<file path="src/hdl/rle565_pkg.sv">
package rle565_pkg;

  localparam int unsigned CFG_ADDR_W = 3;
  localparam int unsigned CFG_DATA_W = 32;

  localparam logic [CFG_ADDR_W-1:0] ADDR_CHANNEL_ORDER = 3'd0;

  localparam logic [1:0] ORDER_RGB = 2'd0;
  localparam logic [1:0] ORDER_GRB = 2'd1;
  localparam logic [1:0] ORDER_BGR = 2'd2;

  localparam logic [15:0] RUN_MAX = 16'hFFFF;

  typedef struct packed {
    logic [7:0] red;
    logic [7:0] green;
    logic [7:0] blue;
    logic       final_pixel;
  } pixel_t;

  typedef struct packed {
    logic [15:0] run_length;
    logic [15:0] packed_color;
    logic        image_done;
  } result_t;

  // 5-6-5 packing; the unused order code packs as BGR
  function automatic logic [15:0] pack565(logic [1:0] order, pixel_t px);
    logic [7:0] hi;
    logic [7:0] mid;
    logic [7:0] lo;
    case (order) inside
      ORDER_RGB: begin
        hi  = px.red;
        mid = px.green;
        lo  = px.blue;
      end
      ORDER_GRB: begin
        hi  = px.green;
        mid = px.red;
        lo  = px.blue;
      end
      default: begin
        hi  = px.blue;
        mid = px.green;
        lo  = px.red;
      end
    endcase
    return {hi[7:3], mid[7:2], lo[7:3]};
  endfunction

endpackage

</file>
<file path="src/hdl/rle565_stream_if.sv">
interface rle565_stream_if #(
  parameter type T = logic
);
  logic valid;
  logic ready;
  T     data;

  modport source (output valid, output data, input ready);
  modport sink   (input valid, input data, output ready);
endinterface

</file>
<file path="src/hdl/rgb565_run_length_encoder.sv">
// Channel  Dir  Handshake            Transaction payload
// in_s     in   valid/ready          red, green, blue, final_pixel
// out_s    out  valid/ready          run_length, packed_color, image_done
// cfg_*    in   APB, pready tied 1   channel_order at byte address 0
//
// One pixel is taken per cycle while in_s.ready is high; the run state
// updates at the accepting edge. Results wait in a 3-entry output queue;
// a pixel is taken while it holds at most one result, so a final pixel
// closing two runs stalls in_s even if the sink drains one result per cycle.
// Reset (rst_n low, synchronous) empties the queue, closes the run and sets
// channel_order to 1. A stalled sink lets results pile up; in_s.ready drops
// once two results are waiting.
module rgb565_run_length_encoder (
  input  logic                                 clk,
  input  logic                                 rst_n,
  rle565_stream_if.sink                        in_s,
  rle565_stream_if.source                      out_s,
  input  logic                                 cfg_psel,
  input  logic                                 cfg_penable,
  input  logic                                 cfg_pwrite,
  input  logic [rle565_pkg::CFG_ADDR_W-1:0]    cfg_paddr,
  input  logic [rle565_pkg::CFG_DATA_W-1:0]    cfg_pwdata,
  output logic [rle565_pkg::CFG_DATA_W-1:0]    cfg_prdata,
  output logic                                 cfg_pready
);

  localparam int unsigned QDEPTH = 3;

  // configuration register
  logic [1:0] order_r;
  logic       cfg_wr;

  assign cfg_pready = 1'b1;
  assign cfg_wr     = cfg_psel && cfg_penable && cfg_pwrite
                      && (cfg_paddr == rle565_pkg::ADDR_CHANNEL_ORDER);

  always_ff @(posedge clk) begin
    if (!rst_n) begin
      order_r <= rle565_pkg::ORDER_GRB;
    end else if (cfg_wr) begin
      order_r <= cfg_pwdata[1:0];
    end
  end

  always_comb begin
    cfg_prdata = '0;
    if (cfg_paddr == rle565_pkg::ADDR_CHANNEL_ORDER) begin
      cfg_prdata[1:0] = order_r;
    end
  end

  // run state
  logic [15:0] run_cnt_r, run_cnt_nxt;
  logic [15:0] run_col_r, run_col_nxt;

  // output queue, entry 0 is the head
  rle565_pkg::result_t q_r   [QDEPTH];
  rle565_pkg::result_t q_nxt [QDEPTH];
  logic [1:0]          qcnt_r, qcnt_nxt;

  logic                in_acc, out_acc;
  logic [15:0]         color;
  logic                extend;
  logic [15:0]         merged_cnt;
  logic [15:0]         merged_col;
  rle565_pkg::result_t res0, res1;
  logic [1:0]          nres;
  logic [1:0]          base;

  assign in_s.ready  = (qcnt_r <= 2'd1);
  assign in_acc      = in_s.valid && in_s.ready;
  assign out_s.valid = (qcnt_r != 2'd0);
  assign out_s.data  = q_r[0];
  assign out_acc     = out_s.valid && out_s.ready;

  // run compare and increment
  always_comb begin
    color  = rle565_pkg::pack565(order_r, in_s.data);
    extend = (run_cnt_r != 16'd0) && (color == run_col_r)
             && (run_cnt_r != rle565_pkg::RUN_MAX);
    merged_cnt = extend ? run_cnt_r + 16'd1 : 16'd1;
    merged_col = extend ? run_col_r : color;

    res0 = '{run_length: run_cnt_r, packed_color: run_col_r, image_done: 1'b0};
    res1 = '{run_length: merged_cnt, packed_color: merged_col, image_done: 1'b1};
    nres = 2'd0;
    if (!extend && (run_cnt_r != 16'd0)) begin
      nres = 2'd1;
      if (in_s.data.final_pixel) begin
        nres = 2'd2;
      end
    end else if (in_s.data.final_pixel) begin
      // only the flush: move it to the first slot
      res0 = res1;
      nres = 2'd1;
    end
    if (!in_acc) begin
      nres = 2'd0;
    end

    run_cnt_nxt = run_cnt_r;
    run_col_nxt = run_col_r;
    if (in_acc) begin
      run_col_nxt = merged_col;
      run_cnt_nxt = in_s.data.final_pixel ? 16'd0 : merged_cnt;
    end
  end

  // queue update: shift on pop, append new results behind survivors
  always_comb begin
    base     = qcnt_r - {1'b0, out_acc};
    qcnt_nxt = base + nres;
    for (int i = 0; i < QDEPTH; i++) begin
      q_nxt[i] = q_r[i];
    end
    if (out_acc) begin
      for (int i = 0; i < QDEPTH - 1; i++) begin
        q_nxt[i] = q_r[i+1];
      end
    end
    for (int i = 0; i < QDEPTH; i++) begin
      if ((nres != 2'd0) && (2'(i) == base)) begin
        q_nxt[i] = res0;
      end
      if ((nres == 2'd2) && (2'(i) == base + 2'd1)) begin
        q_nxt[i] = res1;
      end
    end
  end

  always_ff @(posedge clk) begin
    if (!rst_n) begin
      run_cnt_r <= '0;
      run_col_r <= '0;
      qcnt_r    <= '0;
    end else begin
      run_cnt_r <= run_cnt_nxt;
      run_col_r <= run_col_nxt;
      qcnt_r    <= qcnt_nxt;
    end
  end

  always_ff @(posedge clk) begin
    for (int i = 0; i < QDEPTH; i++) begin
      q_r[i] <= q_nxt[i];
    end
  end

  // checks
  a_final_closes_run: assert property (@(posedge clk) disable iff (!rst_n)
    in_acc && in_s.data.final_pixel |=> run_cnt_r == 16'd0)
    else $error("run still open after final pixel");

  a_pixel_opens_run: assert property (@(posedge clk) disable iff (!rst_n)
    in_acc && !in_s.data.final_pixel |=> run_cnt_r != 16'd0)
    else $error("no open run after a plain pixel");

  a_no_empty_result: assert property (@(posedge clk) disable iff (!rst_n)
    out_s.valid |-> out_s.data.run_length != 16'd0)
    else $error("zero-length run at output");

  a_queue_room: assert property (@(posedge clk) disable iff (!rst_n)
    in_acc && in_s.data.final_pixel |=> qcnt_r != 2'd0)
    else $error("flush result missing from queue");

  a_reset_clears: assert property (@(posedge clk)
    !rst_n |=> (qcnt_r == 2'd0) && (run_cnt_r == 16'd0))
    else $error("reset left state behind");

endmodule

</file>
<file path="src/flat_wrapper.sv">
// flat-port wrapper written by rule: the top's interface ports become plain ports
module rgb565_run_length_encoder_flat 
  (clk, rst_n, cfg_psel, cfg_penable, cfg_pwrite, cfg_paddr, cfg_pwdata, cfg_prdata, cfg_pready, in_s_valid, in_s_data, in_s_ready, out_s_valid, out_s_data, out_s_ready);
  rle565_stream_if #(.T(rle565_pkg::pixel_t)) in_s_i ();
  rle565_stream_if #(.T(rle565_pkg::result_t)) out_s_i ();
  input  logic clk;
  input  logic rst_n;
  input  logic cfg_psel;
  input  logic cfg_penable;
  input  logic cfg_pwrite;
  input  logic [rle565_pkg::CFG_ADDR_W-1:0] cfg_paddr;
  input  logic [rle565_pkg::CFG_DATA_W-1:0] cfg_pwdata;
  output logic [rle565_pkg::CFG_DATA_W-1:0] cfg_prdata;
  output logic cfg_pready;
  input wire logic [$bits(in_s_i.valid)-1:0] in_s_valid;
  input wire logic [$bits(in_s_i.data)-1:0] in_s_data;
  output wire logic [$bits(in_s_i.ready)-1:0] in_s_ready;
  output wire logic [$bits(out_s_i.valid)-1:0] out_s_valid;
  output wire logic [$bits(out_s_i.data)-1:0] out_s_data;
  input wire logic [$bits(out_s_i.ready)-1:0] out_s_ready;
  assign in_s_i.valid = in_s_valid;
  assign in_s_i.data = in_s_data;
  assign in_s_ready = in_s_i.ready;
  assign out_s_valid = out_s_i.valid;
  assign out_s_data = out_s_i.data;
  assign out_s_i.ready = out_s_ready;
  rgb565_run_length_encoder u_core (.clk(clk), .rst_n(rst_n), .in_s(in_s_i), .out_s(out_s_i), .cfg_psel(cfg_psel), .cfg_penable(cfg_penable), .cfg_pwrite(cfg_pwrite), .cfg_paddr(cfg_paddr), .cfg_pwdata(cfg_pwdata), .cfg_prdata(cfg_prdata), .cfg_pready(cfg_pready));
endmodule
</file>
<file path="config.mk">
export PLATFORM = sky130hd
export DESIGN_NAME = rgb565_run_length_encoder_flat
export DESIGN_NICKNAME = d
export VERILOG_FILES = /design/src/hdl/rle565_pkg.sv /design/src/hdl/rle565_stream_if.sv /design/src/hdl/rgb565_run_length_encoder.sv /design/src/flat_wrapper.sv
export SDC_FILE = /design/constraint.sdc
export NUM_CORES = 1
export LEC_CHECK = 0
export ABC_AREA = 1
export ABC_CLOCK_PERIOD_IN_PS = 5800
export BUFFER_PORTS_ARGS = -buffer_cell sky130_fd_sc_hd__buf_2
export CORE_MARGIN = 10
export CORE_UTILIZATION = 50
export CTS_BUF_LIST = sky130_fd_sc_hd__clkbuf_4
export CTS_CLUSTER_DIAMETER = 50
export DETAILED_ROUTE_END_ITERATION = 10
export HOLD_SLACK_MARGIN = 0.12
export PLACE_DENSITY = 0.7
export RECOVER_POWER = 25
export SETUP_SLACK_MARGIN = 0.1
export SYNTH_ARGS = -nofsm -noshare
export SYNTH_HDL_FRONTEND = slang
export SYNTH_SLANG_ARGS = --single-unit
</file>
<file path="constraint.sdc">
create_clock -name clk -period 5.8 [get_ports clk]
set_input_delay 1.74 -clock clk [delete_from_list [all_inputs] [get_ports clk]]
set_output_delay 1.74 -clock clk [all_outputs]
set_load 0.01 [all_outputs]
</file>
# ---- After elaboration in Yosys (flattened, before gate mapping)
# Memory sizes are Yosys's and may differ from the RTL's.
# Index checks and enable logic that the tools add are counted.
dict set report totals {
  register_bits 36
  word_cells 63
  output_inout_bits 68
  ramBits 99
  mem_count 1
}
dict set report classes {
  addsub 4
  reduce_logical 22
  muxes 23
  order_cmp 1
  n_eq_ne 8
}
# memory words width read_ports rd_ports_with_merged_regs wr line
set memory_table {}
lappend memory_table {u_core.q_r 3 33 3 0 3 rgb565_run_length_encoder.sv:57} ;# rle565_pkg::result_t q_r [QDEPTH];
# operator n
set ops {}
lappend ops {{$mux W33} 8}
lappend ops {{$mux W66} 1}
lappend ops {{$mux W16} 3}
lappend ops {{$mux W8} 6}
lappend ops {{$add A16 B1 Y16 const B} 1}
lappend ops {{$eq A16 B16 Y1} 1}
lappend ops {{$ne A16 B16 Y1 const B} 1}
lappend ops {{$reduce_bool A16 Y1} 1}
lappend ops {{$logic_and A1 B1 Y1} 14}
lappend ops {{$mux W2} 4}
lappend ops {{$logic_not A2 Y1} 3}
lappend ops {{$eq A1 B2 Y1 const A} 2}
lappend ops {{$eq A2 B2 Y1 const A} 2}
lappend ops {{$reduce_bool A2 Y1} 2}
lappend ops {{$logic_not A3 Y1} 1}
lappend ops {{$add A2 B1 Y2 const B} 1}
lappend ops {{$add A2 B2 Y2} 1}
lappend ops {{$eq A2 B1 Y1 const B} 1}
lappend ops {{$eq A2 B2 Y1 const B} 1}
lappend ops {{$le A2 B1 Y1 const B} 1}
lappend ops {{$sub A2 B1 Y2} 1}
lappend ops {{$logic_not A1 Y1} 1}
lappend ops {{$mux W1} 1}

# ---- Longest topological paths before layout
dict set report depth {
  word_depth 14
  depth_mapped 25
  mapped_depth_nobuf 24
}

# ---- Least setup slack after synthesis
# OpenSTA, ideal clock, no wires.
dict set report synth_path {
  path_kind {input -> register}
  start {in in_s_data[6]}
  end {mem u_core.q_r[0][10] in the netlist's numbering, enable pin}
  setup_time_ns 0.561
  stages 16
  slack_ns 0.549
  required_time_ns 5.239
  arrival_ns 4.691
  path_cell_list {or2_2 nand3_1 nand2_1 nand4_1 nor2_1 nand2_2 nand2_4 buf_4 ha_1 nor2_1 nor2_1 inv_1 nand2_1 clkbuf_1 clkbuf_1 nand3_1}
}
# item line
set synth_rtl {}
lappend synth_rtl {{from (decl)} flat_wrapper.sv:16} ;# input wire logic [$bits(in_s_i.data)-1:0] in_s_data;
lappend synth_rtl {{to (decl)} rgb565_run_length_encoder.sv:57}

==> metrics.yaml <==
outcome:
  status: "finished, final reports clean"
logic_synthesis:
  synth-edff-count: 96
  synthCells: 1157
  synth_area_leaders: "edfxtp_1 (34%), nand2_1 (16%), dfxtp_1 (9.3%)"
  ys_seq_elements: 135
  syn_avg_cell_area_um2: 7.228
  ys_seq_area_frac: 0.4381
  synth.top_cell.area_share: 0.3447
  synth-main-ff-cell: "edfxtp_1"
  yosysWarnings: 0
  synth_area_um2: 8363
  yosys.area.top_type: "edfxtp_1"
  synth_cell_type_count: 38
  synthArstFlopShare: 0
pwr:
  power.leakage_nw: 3.624
  vdd_drop_max_mv: 0.2374
  combPwrFrac: 0.325
  power_mw: 3.334
  p_clk_frac: 0.225
  powerDensity_nw_per_um2: 378.9
  switching_power_mw: 1.207
  pwr-share-seq: 0.450
  internal-power_mw: 2.127
  swShare: 0.3621
timing:
  finalSetupViolations: 0
  finalHoldViolCount: 0
  worst_clock_skew_ps: 18.97
  finalCriticalPeriod_ps: 4409
  slew_viol_final: 0
  whs_ps: 499.6
  fmax_mhz: 226.8
  slew-limit-headroom: 0.2343
  setup_tns_ps: 0
  rsz0062_at_grt: "false"
  post-route-period-util: 0.7601
  worst_pin_slew_ps: 1148
worst_hold_path:
  worstHoldEndpoint: "u_core.q_r[0][66]"
  hold_start: "u_core.q_r[0][66]"
  hold_depth: 2
  hold_path_class: "reg -> reg"
cts:
  cts_hold_buffers: 0
  cts-htree-levels: 4
  cts.sinks: 135
  cts_setup_buffers: 0
  cts_resized: 0
  cts_buffers: 17
  root_buffer: "clkbuf_4"
  cts_tree: "built"
  clock_path_buffers: 2
  cts.clk_slew.worst_paths_ps: 120
  clock_latency_ps: 590
global_route:
  gr-total-overflow: 0
  grt_pass1_vias: 6648
  grt_max_degree: 36
  antenna_found_initial: 1
  grtUsageMet2: 0.2856
  busiest_layer: "met1"
  grt_use_total: 0.2024
  grt_util_met1: 0.2967
  grt_first_pass_wirelength_um: 36070
  use_met3: 0.05583
drt:
  num_vias: 7460
  first_pass_iters: 6
  wl_um: 22440
  drcViolationCount: 0
  drtIter0Drc: 918
  ant_nets: 0
  avgRoutedWirePerCell_um: 15.98
  post_drt_via_cell_ratio: 5.313
floorplanning:
  core_area_um2: 16470
  die_x_um: 149.3
  boundaryPins: 135
  dieArea_um2: 22300
  rows: 47
  start_util: 0.5079
  fp.dieH_um: 149.3
worst_setup_path:
  rr_startpoint: "u_core.order_r[1]"
  critPathLaunchType: "primary input"
  crit_buf_inv: 6
  cp_slowest_stage_delay_ps: 460
  worstPathMaxFanout: 16
  crit_top_cell: "nand2_1"
  cp_top_family: "buffers and inverters"
  worstPathCellList: "buf_2 > inv_1 > o21ai_1 > nand2_1 > nand2_1 > inv_1 > nand3b_1 > nor2_1 > nand2_1 > nand2_4 > ha_1 > nor2_1 > nor2_1 > inv_1 > nand2_1 > inv_1 > buf_4 > nand2_1 > a21oi_1"
  endpoint_kind: "flop"
  critPathRequiredTime_ps: 6170
  crit_path_top_delay_cell: "inv_1"
  rr_worst_depth: 18
  r2r-end: "u_core.q_r[0][2]"
  reg2reg_slack_ps: 1660
  crit_arrival_ps: 4780
  critical_path_class: "in -> reg"
placement:
  dp_hpwl_um: 15530
  io_buffer_count: 66
  place.gp.congestion: 0.8975
finish:
  regArea_um2: 3664
  area_growth_pct: 5.221
  num-fill-cells: 1637
  nets: 1243
  final_layout_size_suffix_gt1_frac: 0.07861
  multi_input_area_um2: 3707
flow_run:
  cap_violations: 0
## synthesized netlist by cell type (2+ instances only)
cell,number
buf_4,69
nand2_2,3
edfxtp_1,96
o21ai_1,37
nor2_2,8
o21ai_0,94
inv_1,95
dfxtp_1,39
inv_2,3
buf_1,2
clkbuf_1,47
a21boi_1,9
conb_1,2
nand3_1,45
buf_2,3
nor2_1,121
o21bai_1,4
nand2_1,355
a31oi_1,2
nor3_1,7
a21oi_1,74
ha_1,6
xor2_1,9
nand3b_1,2
nand4_1,12
## state kept, by name, summed over array words and instances (netlist names)
register	count
u_core.run_col_r	16
u_core.q_r	99
u_core.run_cnt_r	16
u_core.order_r	2
u_core.qcnt_r	2
## cell families after synthesis
group / synth area share
buffers and inverters: 0.1311
XOR/XNOR: 0.01047
AND/OR/NAND/NOR: 0.2702
flip-flops: 0.4381
AO/OA/AOI/OAI: 0.1403
adder cells (fa/ha/maj): 0.008976
other: 0.0008980
## power groups by stage
stage	Sequential, mW	Combinational [mW]	Clock, mW
floorplan	1.51	0.877	0
global placement	1.51	1.09	0
detailed placement	1.52	1.10	0
CTS	1.50	1.11	0.760
global route	1.53	1.21	0.801
finish	1.50	1.08	0.752
## worst min-delay path: stages (launching register included)
cell	delay, ps
dfxtp_1	340
nand2_1	60
nand3_1	50
## stage by stage
step / utilization / cell area, um2 / std cells / worst slack, ps
floorplan: - / 8472 / 1186 / 548.6
global placement: 0.5177 / 8524 / 1371 / 997.4
detailed placement: 0.5177 / 8524 / 1371 / 997.0
CTS: 0.5384 / 8865 / 1403 / 1571
global route: 0.5344 / 8800 / 1404 / 1201
finish: 0.5344 / 8800 / 1404 / 1391
## metal layers
layer,share of wire,routed length [um]
met1,0.46,10270
met2,0.41,9202
met3,0.12,2695
met4,0.012,271
met5,0,0
## cell usage in the layout, fill, tap and decap left out, types with 2 or more instances in the layout
cell type and n:
a21boi_1 9, a21oi_1 74, a31oi_1 2, buf_2 29, buf_4 17, bufinv_16 5, clkbuf_1 40, clkbuf_4 18
clkinv_1 2, clkinv_2 3, clkinvlp_4 2, conb_1 31, dfxtp_1 39, edfxtp_1 96, ha_1 6, inv_1 95
inv_2 3, nand2_1 356, nand2_2 2, nand3_1 45, nand3b_1 2, nand4_1 12, nor2_1 124, nor2_2 5
nor3_1 6, nor3_2 2, o21ai_0 94, o21ai_1 37, o21bai_1 4, xor2_1 9
## worst max-delay path by stage
stage / from / to / cells past startpoint
after floorplan: in_s_data[6] / u_core.q_r[0][10] / 16
after global placement: in_s_data[21] / u_core.q_r[0][2] / 16
after detailed placement: in_s_data[20] / u_core.q_r[0][2] / 19
after CTS: in_s_data[21] / u_core.q_r[0][2] / 16
final: in_s_data[20] / u_core.q_r[0][2] / 19
after global routing: in_s_data[20] / u_core.q_r[0][2] / 21
## layout make-up
class,instances,area share
Antenna cell,1,0.0002844
Clock inverter,14,0.02332
Multi-Input combinational cell,831,0.4213
Timing Repair Buffer,87,0.05033
Inverter,98,0.04180
Tap cell,220,0.03128
Sequential cell,135,0.4163
Clock buffer,18,0.01536
(Power assumes the default switching activity.)
